`src/mntp_pkg.sv`:
```
// ----------------------------------------------------------------------------
// mntp_pkg
// Shared types, constants and the key frequency table of the MIDI note tone
// period controller.
// ----------------------------------------------------------------------------
`default_nettype none

package mntp_pkg;

	localparam int CHANNELS_DEF    = 16;
	localparam int PERIOD_BITS_DEF = 24;

	localparam int NUM_W  = 24;
	localparam int TMO_W  = 16;
	localparam int TONE_W = 14;
	localparam int MS_W   = 32;
	localparam int CNT_W  = 5;

	localparam logic [NUM_W-1:0]  NUM_RST  = 24'd12000000;
	localparam logic [TMO_W-1:0]  TMO_RST  = 16'd2000;
	localparam logic [TONE_W-1:0] MIN_RST  = 14'd20;

	localparam logic [3:0] KIND_NOTE_ON  = 4'h9;
	localparam logic [3:0] KIND_NOTE_OFF = 4'h8;

	typedef enum logic [1:0] {
		REG_NUMERATOR = 2'd0,
		REG_TIMEOUT   = 2'd1,
		REG_MIN_TONE  = 2'd2
	} reg_idx_t;

	typedef enum logic [1:0] {
		PH_IDLE   = 2'd0,
		PH_STATUS = 2'd1,
		PH_DATA1  = 2'd2,
		PH_DONE   = 2'd3
	} parse_phase_t;

	typedef enum logic [2:0] {
		ST_IDLE,
		ST_SCAN,
		ST_DECIDE,
		ST_DIV,
		ST_FINISH
	} ctl_state_t;

	typedef struct packed {
		logic [NUM_W-1:0]  numerator;
		logic [TMO_W-1:0]  timeout;
		logic [TONE_W-1:0] min_tone;
	} cfg_t;

	typedef struct packed {
		logic take;
		logic scan_step;
		logic decide;
		logic div_step;
		logic load_out;
	} dp_cmd_t;

	typedef struct packed {
		logic scan_last;
		logic start_go;
		logic div_last;
		logic out_busy;
	} dp_sts_t;

	localparam logic [TONE_W-1:0] KEY_HZ [128] = '{
		14'd8,     14'd8,     14'd9,     14'd9,     14'd10,    14'd10,
		14'd11,    14'd12,    14'd12,    14'd13,    14'd14,    14'd15,
		14'd16,    14'd17,    14'd18,    14'd19,    14'd20,    14'd21,
		14'd23,    14'd24,    14'd25,    14'd27,    14'd29,    14'd30,
		14'd32,    14'd34,    14'd36,    14'd38,    14'd41,    14'd43,
		14'd46,    14'd48,    14'd51,    14'd55,    14'd58,    14'd61,
		14'd65,    14'd69,    14'd73,    14'd77,    14'd82,    14'd87,
		14'd92,    14'd97,    14'd103,   14'd110,   14'd116,   14'd123,
		14'd130,   14'd138,   14'd146,   14'd155,   14'd164,   14'd174,
		14'd184,   14'd195,   14'd207,   14'd220,   14'd233,   14'd246,
		14'd261,   14'd277,   14'd293,   14'd311,   14'd329,   14'd349,
		14'd369,   14'd391,   14'd415,   14'd440,   14'd466,   14'd493,
		14'd523,   14'd554,   14'd587,   14'd622,   14'd659,   14'd698,
		14'd739,   14'd783,   14'd830,   14'd880,   14'd932,   14'd987,
		14'd1046,  14'd1108,  14'd1174,  14'd1244,  14'd1318,  14'd1396,
		14'd1479,  14'd1567,  14'd1661,  14'd1760,  14'd1864,  14'd1975,
		14'd2093,  14'd2217,  14'd2349,  14'd2489,  14'd2637,  14'd2793,
		14'd2959,  14'd3135,  14'd3322,  14'd3520,  14'd3729,  14'd3951,
		14'd4186,  14'd4434,  14'd4698,  14'd4978,  14'd5274,  14'd5587,
		14'd5919,  14'd6271,  14'd6644,  14'd7040,  14'd7458,  14'd7902,
		14'd8372,  14'd8869,  14'd9397,  14'd9956,  14'd10548, 14'd11175,
		14'd11839, 14'd12543
	};

endpackage

`default_nettype wire

```
`src/mntp_cfg.sv`:
```
// ----------------------------------------------------------------------------
// mntp_cfg
// APB-style register file: period numerator, timeout and minimum tone.
// ----------------------------------------------------------------------------
`default_nettype none

module mntp_cfg (
	input  wire logic          clk,
	input  wire logic          arst_n,
	input  wire logic          psel,
	input  wire logic          penable,
	input  wire logic          pwrite,
	input  wire logic [3:0]    paddr,
	input  wire logic [31:0]   pwdata,
	output logic [31:0]        prdata,
	output logic               pready,
	output mntp_pkg::cfg_t     cfg
);
	import mntp_pkg::*;

	logic [NUM_W-1:0]  num_q;
	logic [TMO_W-1:0]  tmo_q;
	logic [TONE_W-1:0] min_q;
	logic              wr_en;
	reg_idx_t          idx;

	assign pready = 1'b1;
	assign wr_en  = psel && penable && pwrite;
	assign idx    = reg_idx_t'(paddr[3:2]);

	always_ff @(posedge clk or negedge arst_n) begin
		if (!arst_n) begin
			num_q <= NUM_RST;
			tmo_q <= TMO_RST;
			min_q <= MIN_RST;
		end else if (wr_en) begin
			unique case (idx)
				REG_NUMERATOR: num_q <= pwdata[NUM_W-1:0];
				REG_TIMEOUT:   tmo_q <= pwdata[TMO_W-1:0];
				REG_MIN_TONE:  min_q <= pwdata[TONE_W-1:0];
				default: ;
			endcase
		end
	end

	always_comb begin
		unique case (idx)
			REG_NUMERATOR: prdata = {{(32-NUM_W){1'b0}}, num_q};
			REG_TIMEOUT:   prdata = {{(32-TMO_W){1'b0}}, tmo_q};
			REG_MIN_TONE:  prdata = {{(32-TONE_W){1'b0}}, min_q};
			default:       prdata = 32'd0;
		endcase
	end

	assign cfg.numerator = num_q;
	assign cfg.timeout   = tmo_q;
	assign cfg.min_tone  = min_q;

endmodule

`default_nettype wire

```
`src/mntp_ctrl.sv`:
```
// ----------------------------------------------------------------------------
// mntp_ctrl
// Sequencer: take item, scan channel slots, decide, divide when a tone starts, deliver result.
// ----------------------------------------------------------------------------
`default_nettype none

module mntp_ctrl (
	input  wire logic          clk,
	input  wire logic          arst_n,
	input  wire logic          in_valid,
	output logic               in_ready,
	input  wire mntp_pkg::dp_sts_t sts,
	output mntp_pkg::dp_cmd_t  cmd
);
	import mntp_pkg::*;

	ctl_state_t state_q;
	ctl_state_t state_d;

	always_ff @(posedge clk or negedge arst_n) begin
		if (!arst_n) begin
			state_q <= ST_IDLE;
		end else begin
			state_q <= state_d;
		end
	end

	always_comb begin
		state_d  = state_q;
		cmd      = '0;
		in_ready = 1'b0;
		unique case (state_q)
			ST_IDLE: begin
				in_ready = 1'b1;
				if (in_valid) begin
					cmd.take = 1'b1;
					state_d  = ST_SCAN;
				end
			end
			ST_SCAN: begin
				cmd.scan_step = 1'b1;
				if (sts.scan_last) begin
					state_d = ST_DECIDE;
				end
			end
			ST_DECIDE: begin
				cmd.decide = 1'b1;
				state_d    = sts.start_go ? ST_DIV : ST_FINISH;
			end
			ST_DIV: begin
				cmd.div_step = 1'b1;
				if (sts.div_last) begin
					state_d = ST_FINISH;
				end
			end
			ST_FINISH: begin
				if (!sts.out_busy) begin
					cmd.load_out = 1'b1;
					state_d      = ST_IDLE;
				end
			end
			default: state_d = ST_IDLE;
		endcase
	end

	a_take_scan: assert property (@(posedge clk) disable iff (!arst_n)
		in_valid && in_ready |=> state_q == ST_SCAN)
		else $error("accepted item did not start scan");

	a_no_overwrite: assert property (@(posedge clk) disable iff (!arst_n)
		cmd.load_out |-> !sts.out_busy)
		else $error("result loaded over a pending item");

	a_start_div: assert property (@(posedge clk) disable iff (!arst_n)
		state_q == ST_DECIDE && sts.start_go |=> state_q == ST_DIV)
		else $error("tone start did not enter division");

endmodule

`default_nettype wire

```
`src/mntp_dp.sv`:
```
// ----------------------------------------------------------------------------
// mntp_dp
// Datapath: MIDI parser, channel slots, max scan, serial divider, tone
// decision and output register.
// ----------------------------------------------------------------------------
`default_nettype none

module mntp_dp #(
	parameter int CHANNELS    = mntp_pkg::CHANNELS_DEF,
	parameter int PERIOD_BITS = mntp_pkg::PERIOD_BITS_DEF
) (
	input  wire logic                         clk,
	input  wire logic                         arst_n,
	input  wire mntp_pkg::cfg_t               cfg,
	input  wire mntp_pkg::dp_cmd_t            cmd,
	output mntp_pkg::dp_sts_t                 sts,
	input  wire logic                         action,
	input  wire logic [7:0]                   midi_byte,
	output logic                              out_valid,
	input  wire logic                         out_ready,
	output logic                              tone_enable,
	output logic [mntp_pkg::NUM_W-1:0]        tone_period,
	output logic                              counter_restart,
	output logic [mntp_pkg::TONE_W-1:0]       selected_tone
);
	import mntp_pkg::*;

	localparam int IDX_W = (CHANNELS > 1) ? $clog2(CHANNELS) : 1;
	localparam logic [NUM_W-1:0] PMASK = (PERIOD_BITS >= NUM_W) ? {NUM_W{1'b1}} :
		NUM_W'((64'd1 << PERIOD_BITS) - 64'd1);

	parse_phase_t      phase_q;
	logic [7:0]        status_q;
	logic [7:0]        first_q;
	logic [TONE_W-1:0] slot_q [CHANNELS];
	logic [IDX_W-1:0]  idx_q;
	logic [TONE_W-1:0] max_q;
	logic [TONE_W-1:0] last_tone_q;
	logic [NUM_W-1:0]  period_q;
	logic              enabled_q;
	logic              restart_q;
	logic [MS_W-1:0]   ms_q;
	logic [MS_W-1:0]   start_q;
	logic [NUM_W-1:0]  dq_q;
	logic [TONE_W-1:0] rem_q;
	logic [TONE_W-1:0] dvs_q;
	logic [CNT_W-1:0]  dcnt_q;

	logic [3:0]        ch;
	logic              ch_ok;
	logic [TONE_W-1:0] slot_rd;
	logic              start_go;
	logic              stop_go;
	logic [MS_W-1:0]   elapsed;
	logic [TONE_W:0]   trial;
	logic              ge;
	logic [TONE_W-1:0] rem_d;
	logic [NUM_W-1:0]  dq_d;

	assign ch      = status_q[3:0];
	assign ch_ok   = {1'b0, ch} < 5'(CHANNELS);
	assign slot_rd = slot_q[idx_q];

	assign elapsed  = ms_q - start_q;
	assign start_go = (max_q > cfg.min_tone) && (max_q != last_tone_q);
	assign stop_go  = ((max_q < cfg.min_tone) && (max_q != last_tone_q)) ||
		(elapsed > {{(MS_W-TMO_W){1'b0}}, cfg.timeout});

	assign trial = {rem_q, dq_q[NUM_W-1]};
	assign ge    = trial >= {1'b0, dvs_q};
	assign rem_d = ge ? TONE_W'(trial - {1'b0, dvs_q}) : trial[TONE_W-1:0];
	assign dq_d  = {dq_q[NUM_W-2:0], ge};

	// parser and channel slots
	always_ff @(posedge clk or negedge arst_n) begin
		if (!arst_n) begin
			phase_q  <= PH_IDLE;
			status_q <= 8'd0;
			first_q  <= 8'd0;
			ms_q     <= '0;
			for (int i = 0; i < CHANNELS; i++) begin
				slot_q[i] <= '0;
			end
		end else if (cmd.take) begin
			if (action) begin
				ms_q <= ms_q + 1'b1;
			end else if (midi_byte[7]) begin
				status_q <= midi_byte;
				first_q  <= 8'd0;
				phase_q  <= PH_STATUS;
			end else if (phase_q == PH_STATUS) begin
				first_q <= midi_byte;
				phase_q <= PH_DATA1;
			end else if (phase_q == PH_DATA1) begin
				phase_q <= PH_DONE;
				if (ch_ok) begin
					if (status_q[7:4] == KIND_NOTE_ON) begin
						slot_q[ch[IDX_W-1:0]] <= KEY_HZ[first_q[6:0]];
					end else if (status_q[7:4] == KIND_NOTE_OFF) begin
						slot_q[ch[IDX_W-1:0]] <= '0;
					end
				end
			end
		end
	end

	// max scan
	always_ff @(posedge clk or negedge arst_n) begin
		if (!arst_n) begin
			idx_q <= '0;
			max_q <= '0;
		end else if (cmd.take) begin
			idx_q <= '0;
			max_q <= '0;
		end else if (cmd.scan_step) begin
			idx_q <= idx_q + 1'b1;
			if (slot_rd > max_q) begin
				max_q <= slot_rd;
			end
		end
	end

	// decision and divider
	always_ff @(posedge clk or negedge arst_n) begin
		if (!arst_n) begin
			last_tone_q <= '0;
			period_q    <= '0;
			enabled_q   <= 1'b0;
			restart_q   <= 1'b0;
			start_q     <= '0;
			dcnt_q      <= '0;
		end else if (cmd.decide) begin
			dcnt_q <= '0;
			if (start_go) begin
				enabled_q   <= 1'b1;
				restart_q   <= 1'b1;
				last_tone_q <= max_q;
				start_q     <= ms_q;
			end else if (stop_go) begin
				enabled_q <= 1'b0;
				restart_q <= 1'b1;
			end else begin
				restart_q <= 1'b0;
			end
		end else if (cmd.div_step) begin
			dcnt_q <= dcnt_q + 1'b1;
			if (sts.div_last) begin
				period_q <= dq_d & PMASK;
			end
		end
	end

	always_ff @(posedge clk) begin
		if (cmd.decide) begin
			dq_q  <= cfg.numerator;
			rem_q <= '0;
			dvs_q <= max_q;
		end else if (cmd.div_step) begin
			dq_q  <= dq_d;
			rem_q <= rem_d;
		end
	end

	// output register
	always_ff @(posedge clk or negedge arst_n) begin
		if (!arst_n) begin
			out_valid <= 1'b0;
		end else if (cmd.load_out) begin
			out_valid <= 1'b1;
		end else if (out_ready) begin
			out_valid <= 1'b0;
		end
	end

	always_ff @(posedge clk) begin
		if (cmd.load_out) begin
			tone_enable     <= enabled_q;
			tone_period     <= period_q;
			counter_restart <= restart_q;
			selected_tone   <= max_q;
		end
	end

	assign sts.scan_last = idx_q == IDX_W'(CHANNELS - 1);
	assign sts.start_go  = start_go;
	assign sts.div_last  = dcnt_q == CNT_W'(NUM_W - 1);
	assign sts.out_busy  = out_valid && !out_ready;

	a_load_valid: assert property (@(posedge clk) disable iff (!arst_n)
		cmd.load_out |=> out_valid)
		else $error("loaded item not presented");

	a_div_nonzero: assert property (@(posedge clk) disable iff (!arst_n)
		cmd.div_step |-> dvs_q != '0)
		else $error("division by zero tone");

	a_scan_range: assert property (@(posedge clk) disable iff (!arst_n)
		cmd.scan_step |-> {1'b0, idx_q} < (IDX_W+1)'(CHANNELS))
		else $error("scan index out of range");

endmodule

`default_nettype wire

```
`src/midi_note_tone_period_controller.sv`:
```
// ----------------------------------------------------------------------------
// midi_note_tone_period_controller
// MIDI note to tone period controller.
//
// Input channel (in_valid/in_ready): one item is a received MIDI byte
// (action = 0) or a one-millisecond tick (action = 1). Note-on and note-off
// messages set or clear a channel slot; the highest slot frequency decides
// whether the tone timer starts, holds or stops.
// Output channel (out_valid/out_ready): exactly one item per input item with
// tone_enable, tone_period, counter_restart and selected_tone.
// Steps in order: accept, a scan over the channel slots, decide, then a
// radix-2 serial divider only when a new tone starts, and a load into the
// output register. One item is in work at a time: the next item is taken
// only after the last one has been loaded into the output register.
// A stalled receiver holds the result in the output register; the next item
// is taken and worked on, and waits in its last step until the held item
// leaves. Reset clears parser, slots, tone state, timers and both channels;
// registers return to 12000000, 2000 and 20.
// ----------------------------------------------------------------------------
`default_nettype none

module midi_note_tone_period_controller #(
	parameter int CHANNELS    = mntp_pkg::CHANNELS_DEF,
	parameter int PERIOD_BITS = mntp_pkg::PERIOD_BITS_DEF
) (
	input  wire logic                    clk,
	input  wire logic                    arst_n,
	input  wire logic                    psel,
	input  wire logic                    penable,
	input  wire logic                    pwrite,
	input  wire logic [3:0]              paddr,
	input  wire logic [31:0]             pwdata,
	output logic [31:0]                  prdata,
	output logic                         pready,
	input  wire logic                    in_valid,
	output logic                         in_ready,
	input  wire logic                    action,
	input  wire logic [7:0]              midi_byte,
	output logic                         out_valid,
	input  wire logic                    out_ready,
	output logic                         tone_enable,
	output logic [mntp_pkg::NUM_W-1:0]   tone_period,
	output logic                         counter_restart,
	output logic [mntp_pkg::TONE_W-1:0]  selected_tone
);
	import mntp_pkg::*;

	cfg_t    cfg;
	dp_cmd_t cmd;
	dp_sts_t sts;

	mntp_cfg u_cfg (
		.clk     (clk),
		.arst_n  (arst_n),
		.psel    (psel),
		.penable (penable),
		.pwrite  (pwrite),
		.paddr   (paddr),
		.pwdata  (pwdata),
		.prdata  (prdata),
		.pready  (pready),
		.cfg     (cfg)
	);

	mntp_ctrl u_ctrl (
		.clk      (clk),
		.arst_n   (arst_n),
		.in_valid (in_valid),
		.in_ready (in_ready),
		.sts      (sts),
		.cmd      (cmd)
	);

	mntp_dp #(
		.CHANNELS    (CHANNELS),
		.PERIOD_BITS (PERIOD_BITS)
	) u_dp (
		.clk             (clk),
		.arst_n          (arst_n),
		.cfg             (cfg),
		.cmd             (cmd),
		.sts             (sts),
		.action          (action),
		.midi_byte       (midi_byte),
		.out_valid       (out_valid),
		.out_ready       (out_ready),
		.tone_enable     (tone_enable),
		.tone_period     (tone_period),
		.counter_restart (counter_restart),
		.selected_tone   (selected_tone)
	);

endmodule

`default_nettype wire
```
`config.mk`:
```
export PLATFORM = sky130hd
export DESIGN_NAME = midi_note_tone_period_controller
export DESIGN_NICKNAME = d
export VERILOG_FILES = /design/src/mntp_pkg.sv /design/src/mntp_cfg.sv /design/src/mntp_ctrl.sv /design/src/mntp_dp.sv /design/src/midi_note_tone_period_controller.sv
export SDC_FILE = /design/constraint.sdc
export NUM_CORES = 1
export LEC_CHECK = 0
export ABC_CLOCK_PERIOD_IN_PS = 5150
export BUFFER_PORTS_ARGS = -buffer_cell sky130_fd_sc_hd__buf_2
export CAP_MARGIN = 25
export CORE_UTILIZATION = 50
export DETAILED_ROUTE_END_ITERATION = 8
export PLACE_DENSITY = 0.7
export SETUP_SLACK_MARGIN = 0.05
export SLEW_MARGIN = 10
export SYNTH_ARGS = -nofsm -noshare
export SYNTH_HDL_FRONTEND = slang
export SYNTH_HIERARCHICAL = 1
export SYNTH_SLANG_ARGS = --single-unit
export TNS_END_PERCENT = 1
```
`constraint.sdc`:
```
create_clock -name clk -period 5.15 [get_ports clk]
set_input_delay 0.7725 -clock clk [delete_from_list [all_inputs] [get_ports clk]]
set_output_delay 0.7725 -clock clk [all_outputs]
set_load 0.02 [all_outputs]
```
==> results of run 1 <==
where the power goes:
part	switching (uW)	internal [uW]	total (uW)	leakage, uW
sequential	604	4800	5400	0.00660
combinational	2790	2170	4950	0.00564
clock	1630	2390	4020	0.000909
metal layers:
layer	global-route usage, %	vias to the layer above	wire length, um
li1	-	8888	-
met1	32.7	9659	27600
met2	42.3	539	32900
met3	3.76	124	3490
met4	8.74	2	2230
met5	0	-	14
sequential cells by signal, summed over array words and instances, names as in the netlist, 16 cells and up:
name              flops
u_dp/slot_q         224
u_dp/ms_q            32
u_dp/start_q         32
u_cfg/num_q          24
u_dp/dq_q            24
u_dp/period_q        24
u_dp/tone_period     24
u_cfg/tmo_q          16
cell usage after synthesis (23+ instances only):
cell type	instances
sky130_fd_sc_hd__ha_1	96
sky130_fd_sc_hd__nor2_1	104
sky130_fd_sc_hd__o21ai_0	317
sky130_fd_sc_hd__mux2_2	128
sky130_fd_sc_hd__clkbuf_1	97
sky130_fd_sc_hd__nand2b_1	34
sky130_fd_sc_hd__dfrtp_1	408
sky130_fd_sc_hd__nand4_1	24
sky130_fd_sc_hd__a21oi_1	108
sky130_fd_sc_hd__mux2i_1	47
sky130_fd_sc_hd__inv_1	115
sky130_fd_sc_hd__nand2_1	381
sky130_fd_sc_hd__xor2_1	23
sky130_fd_sc_hd__mux4_2	72
sky130_fd_sc_hd__nand3_1	38
sky130_fd_sc_hd__edfxtp_1	78
sky130_fd_sc_hd__nor3_1	24
sky130_fd_sc_hd__xnor2_1	55
final cells by class:
| cell class | instances | area (um^2) |
|---|---|---|
| Tap cell | 688 | 861 |
| Clock inverter | 23 | 304 |
| Inverter | 117 | 439 |
| Timing Repair Buffer | 152 | 950 |
| Sequential cell | 518 | 13300 |
| Antenna cell | 1 | 2.50 |
| Multi-Input combinational cell | 1707 | 12100 |
| Clock buffer | 75 | 1540 |
| Fill cell | 4390 | 22900 |
worst max-delay path: cells and delay by family (launching register included):
| family | cells | cell delay (ns) |
|---|---|---|
| muxes | 3 | 1.48 |
| AOI/OAI and AO/OA | 5 | 1.18 |
| DFF | 1 | 0.59 |
| buffers and inverters | 1 | 0.38 |
| adders and majority gates | 1 | 0.31 |
| and+or+nand+nor | 2 | 0.18 |
worst max path at each step:
stage / depth (start not counted) / startpoint / slack, ns / endpoint
after floorplan: 16 / u_dp/idx_q[0] / 0.98 / u_dp/max_q[10]
after global placement: 12 / u_dp/idx_q[0] / 0.93 / u_dp/max_q[6]
after detailed placement: 12 / u_dp/idx_q[0] / 0.87 / u_dp/max_q[3]
after CTS: 12 / u_dp/idx_q[0] / 0.87 / u_dp/max_q[3]
after global routing: 12 / u_dp/idx_q[0] / 0.63 / u_dp/max_q[6]
final: 12 / u_dp/idx_q[0] / 0.88 / u_dp/max_q[11]
logic make-up after synthesis:
logic type	count (synthesis)	synth area share (%)
simple gates	693	11.9
compound gates	570	12.3
flops	518	50.2
buf+inv	267	4.28
mux	259	14.0
fa+ha+maj	98	4.68
xor+xnor	78	2.58
other cells	2	0.0283
through the flow:
stage / utilization (%) / std cells / hold WS, ns
global placement: 52.5 / 3163 / 0.428
global route: 56.3 / 3281 / 0.271
CTS: 56.3 / 3277 / 0.236
detailed placement: 52.7 / 3179 / 0.429
floorplan: - / 2492 / 0.421
finish: 56.3 / 3281 / 0.210
==> run metrics, run 1 <==
actual transition at the worst max-transition pin=between 1 and 1.5 ns; number of enable-type register cells in the synthesized netlist=78; Core Footprint=between 50000 and 60000 um^2; Detailed Route WL=66.2 mm; depth of the worst register-to-register path=12; hold violation total from the final report=0; destination of the worst register-to-register timing path=u_dp/max_q[11]; post-synth top area cell=sky130_fd_sc_hd__dfrtp_1; Netlist cell types=between 80 and 90; Period Utilization, post-route=about 83%; vias after detailed routing=19.2k; DRC violations left=0; largest net degree at the start of global routing=124; total number of clock tree sinks=between 500 and 600; Total Negative Setup Slacks=0 ns; fraction of the yosys area taken by sequential cells=50.2%; library cell contributing the largest single delay on the critical path=sky130_fd_sc_hd__mux4_2; number of antenna violations at the first check in global routing=2; clock latency reported for the late side of the worst-skew pair=about 0.61 ns; total of max-cap violations=0; status=finished, final reports clean; Main synth FF type=sky130_fd_sc_hd__dfrtp_1; hold_buf cts=0; CP Max Fanout=16; largest voltage drop on the vdd net=0.303 mV; initial detailed-routing violation count=around 1.4k; placed wire-length estimate after detailed placement=around 46 mm; number of standard-cell rows in the floorplan=84; instance area after placement=about 28000 um^2; Post-DRT Antenna Nets=0; Tot GR Track Use=between 20% and 30%; mean post-synth cell area=roughly 11 um^2; number of endpoints failing setup at the final stage=0; routed vias/inst=slightly below 6; flop and latch count out of synthesis=around 520; static leakage power=approximately 0.013 uW; overall overflow remaining after global route=0; count of final max-slew check failures=0; Pwr Density=roughly 490 nW/um^2; wire length of the first global-routing pass=around 110 mm; post-synthesis instance total=between 2k and 2.5k; RR Startpoint=u_dp/idx_q[0]; Period minus WS final=between 4 and 5 ns; RSZ-0062 raised after global routing=false; clock edge transition at the registers on the reported setup and hold paths=around 0.060 ns; via count of the first global-routing pass=19.3k; First-pass DRT Iterations=5; CP Data Required Time=5.64 ns; # resized after CTS=0; final setup margin=about 0.9 ns; register-to-register setup slack=0.88 ns; nature of the critical path endpoint=flop; total CTS buffers=53; critical path's largest stage delay=0.61 ns; overall power=between 10000 and 15000 uW; Die W=about 230 um; port bufs=~110; most frequent cells in the layout=sky130_fd_sc_hd__dfrtp_1, sky130_fd_sc_hd__nand2_1, sky130_fd_sc_hd__o21ai_0; Setup Crit Path Kind=flop to flop; top achievable clock speed=about 230 MHz; Post-Place Setup Slack=between 0.8 and 0.9 ns; CTS tree=built; Top Ports=127; ordered list of cells on the worst path=buf_4 -> mux4_2 -> mux4_2 -> ha_1 -> nand4_1 -> o221ai_1 -> a21o_1 -> a21oi_1 -> o221ai_1 -> o2111ai_2 -> mux2i_1 -> nor2_1; share of flip-flops with an asynchronous set or reset after synthesis=between 80 and 90%; classification of the worst-slack hold path=input pin to asynchronous set/reset pin; signed area change from the synthesized netlist to the final layout=11.4%; die area=53900 um^2; Initial Utilization=slightly above 50%; placer's final routability congestion estimate=around 0.94; post-route standard cell area excluding fillers=29500 um^2; CTS Root Cell=sky130_fd_sc_hd__clkbuf_16; maximum clock skew at final layout=~0.022 ns; most common cell after layout, fill and taps aside=sky130_fd_sc_hd__dfrtp_1; Critical Path Start Type=flop; top cell type's share of synthesized area=about two fifths; vertical die dimension=approximately 230 um; Post CTS Setup Buffer Count=0; buffers from clock root to sink, at most=3; Slew Limit Headroom=31.3%; post-layout net count=about 2.7k; routed wirelength normalized by instance count=between 20 and 25 um; layout cell share with drive strength beyond 1=19.1%; yosys synthesis warning count=6; H-tree level count=2; top area cells in the synthesized netlist=sky130_fd_sc_hd__dfrtp_1, sky130_fd_sc_hd__edfxtp_1, sky130_fd_sc_hd__mux4_2; Arr. time, crit path=4.76 ns; post-synth design cell area=roughly 27000 um^2
(Power assumes the default switching activity.)
==> run 2: changes to the inputs <==
--- a/config.mk
+++ b/config.mk
@@ -5,7 +5,7 @@
 export SDC_FILE = /design/constraint.sdc
 export NUM_CORES = 1
 export LEC_CHECK = 0
-export ABC_CLOCK_PERIOD_IN_PS = 5150
+export ABC_CLOCK_PERIOD_IN_PS = 3900
 export BUFFER_PORTS_ARGS = -buffer_cell sky130_fd_sc_hd__buf_2
 export CAP_MARGIN = 25
 export CORE_UTILIZATION = 50
==> constraint.sdc (replaced) <==
create_clock -name clk -period 3.9 [get_ports clk]
set_input_delay 0.585 -clock clk [delete_from_list [all_inputs] [get_ports clk]]
set_output_delay 0.585 -clock clk [all_outputs]
set_load 0.02 [all_outputs]
==> run 2 against run 1 <==
  * Sequential share of layout area shrank 0.89 points
  * Clock skew shrank 0.0062 ns
  * Combinational power grew 49%
  * Final cell count grew 1.6%
  * Flip-flop and latch count is the same
  * Via count grew 1.8%
  * Register-to-register slack lost 0.82 ns
  * Utilization grew 1.1 points
  * Critical endpoint is now u_dp/enabled_q
==> run metrics, run 2 (synthesis results as in run 1) <==
critical path's largest stage delay=between 0.4 and 0.5 ns; met3 track demand over resource=under 10%; hold_buf cts=0; most frequent cells in the layout=sky130_fd_sc_hd__dfrtp_1, sky130_fd_sc_hd__nand2_1, sky130_fd_sc_hd__o21ai_0; number of standard-cell rows in the floorplan=between 80 and 90; RSZ-0062 raised after global routing=true; post-layout net count=about 2.8k; via count of the first global-routing pass=roughly 20k; vias after detailed routing=about 20k; die area=53900 um^2; largest voltage drop on the vdd net=0.421 mV; Initial Utilization=50.5%; most common cell after layout, fill and taps aside=sky130_fd_sc_hd__dfrtp_1; Period minus WS final=3.84 ns; nature of the critical path endpoint=flop; placed wire-length estimate after detailed placement=about 47 mm; wire length of the first global-routing pass=roughly 110 mm; gr busiest metal=met2; hold violation total from the final report=0; flip-flop count of the largest register after layout=about 220; overall power=19600 uW; Die W=232 um; number of endpoints failing setup at the final stage=0; Tot GR Track Use=between 20% and 30%; top achievable clock speed=between 200 and 300 MHz; signed area change from the synthesized netlist to the final layout=13.7%; count of final max-slew check failures=0; total number of clock tree sinks=just over 500; Post-Place Setup Slack=-0.0202 ns; routed vias/inst=a little under 6; grt met1 use=33.7%; initial detailed-routing violation count=between 1.5k and 2k; clock latency reported for the late side of the worst-skew pair=approximately 0.61 ns; Critical Path Start Type=flop; port bufs=approximately 110; maximum clock skew at final layout=approximately 0.016 ns; final setup margin=approximately 0.063 ns; register-to-register setup slack=approximately 0.063 ns; instance area after placement=28100 um^2; crit path launch=u_dp/ms_q[2]; Detailed Route WL=between 60 and 70 mm; total CTS buffers=54; library cell contributing the largest single delay on the critical path=sky130_fd_sc_hd__dfrtp_1; filler cell count=4279; CP Max Fanout=4; count of buffer and inverter cells on the critical path=0; vertical die dimension=232 um; largest registers=u_dp/slot_q (224), u_dp/ms_q (32), u_dp/start_q (32); Core Footprint=between 50000 and 60000 um^2; CP Data Required Time=around 4.5 ns; Post-DRT Antenna Nets=0; routed wirelength normalized by instance count=~20 um; Slew Limit Headroom=between 30% and 40%; classification of the worst-slack hold path=input pin to asynchronous set/reset pin; static leakage power=~0.013 uW; Total Negative Setup Slacks=0 ns; total of max-cap violations=0; status=finished, final reports clean; dominant cell type by count on the critical path=sky130_fd_sc_hd__a21oi_2; Period Utilization, post-route=a little over nine tenths; CTS tree=built; placer's final routability congestion estimate=0.900; largest net degree at the start of global routing=101; layout cell share with drive strength beyond 1=a little over a fifth; CTS Root Cell=sky130_fd_sc_hd__clkbuf_16; clock edge transition at the registers on the reported setup and hold paths=~0.060 ns; Top Ports=127; number of antenna violations at the first check in global routing=0; First-pass DRT Iterations=6; H-tree level count=2; destination of the worst register-to-register timing path=u_dp/enabled_q; core occupancy in the finished layout=approximately 57%; Arr. time, crit path=4.38 ns; ordered list of cells on the worst path=ha_4 -> o211ai_1 -> a21oi_2 -> o41a_1 -> o31a_1 -> a21oi_2 -> xnor2_1 -> ha_1 -> nand4_1 -> nor4_2 -> and3_1 -> or3_4 -> o221ai_2 -> nor4_1 -> and4_2 -> a21o_1; DRC violations left=0; overall overflow remaining after global route=0; actual transition at the worst max-transition pin=approximately 0.92 ns; depth of the worst register-to-register path=16; buffers from clock root to sink, at most=3; largest register by flop count=u_dp/slot_q; kind of cell adding the most delay to the critical path=compound AO/OA/AOI/OAI gates; global-route met2 utilization=43.4%; RR Startpoint=u_dp/ms_q[2]; post-route standard cell area excluding fillers=~30000 um^2; Setup Crit Path Kind=flop to flop; Pwr Density=~650 nW/um^2
==> run 2: per-layer routing <==
layer | share of wire, % | routed length, um
met1 | 41 | 28200
met2 | 50 | 34100
met3 | 5.3 | 3590
met4 | 3.5 | 2360
met5 | 0 | 0
==> run 2: final cells by class <==
cell class                 count  area (um^2)  share of cell area (%)
antenna                        2         5.00                  0.0166
clock inverter                31          333                    1.10
clock buffer                  68         1480                    4.90
sequential                   518        13300                    44.2
multi-input combinational   1707        12300                    40.7
tap                          688          861                    2.86
timing repair buffer         204         1450                    4.81
inverter                     117          439                    1.46
==> run 2: timing repair <==
action	CTS	global route
gates resized for setup	1	31
setup endpoints to repair	3	13
buffers inserted	0	13
pin swaps	2	20
==> run 2: report_power, final <==
group          switching, uW  leakage [uW]  internal, uW  total [uW]
clock network           2170      0.000897          3080        5250
logic                   4040       0.00595          3320        7360
registers                656       0.00660          6340        7000
==> run 2: stage by stage <==
step	hold WS (ns)	cells
2_1_floorplan	0.289	2492
3_3_place_gp	0.429	3209
5_1_grt	0.109	3333
3_5_place_dp	0.428	3220
4_1_cts	0.0656	3319
6_report	0.0447	3335
==> run 2: worst max path at each step <==
| stage | end | slack, ns | cells after the start |
|---|---|---|---|
| after floorplan | u_dp/max_q[10] | -0.27 | 16 |
| after global placement | u_dp/restart_q | 0.09 | 16 |
| after detailed placement | u_dp/restart_q | -0.02 | 18 |
| after CTS | u_dp/max_q[0] | 0.05 | 14 |
| after global routing | u_dp/enabled_q | -0.08 | 16 |
| final | u_dp/enabled_q | 0.06 | 16 |
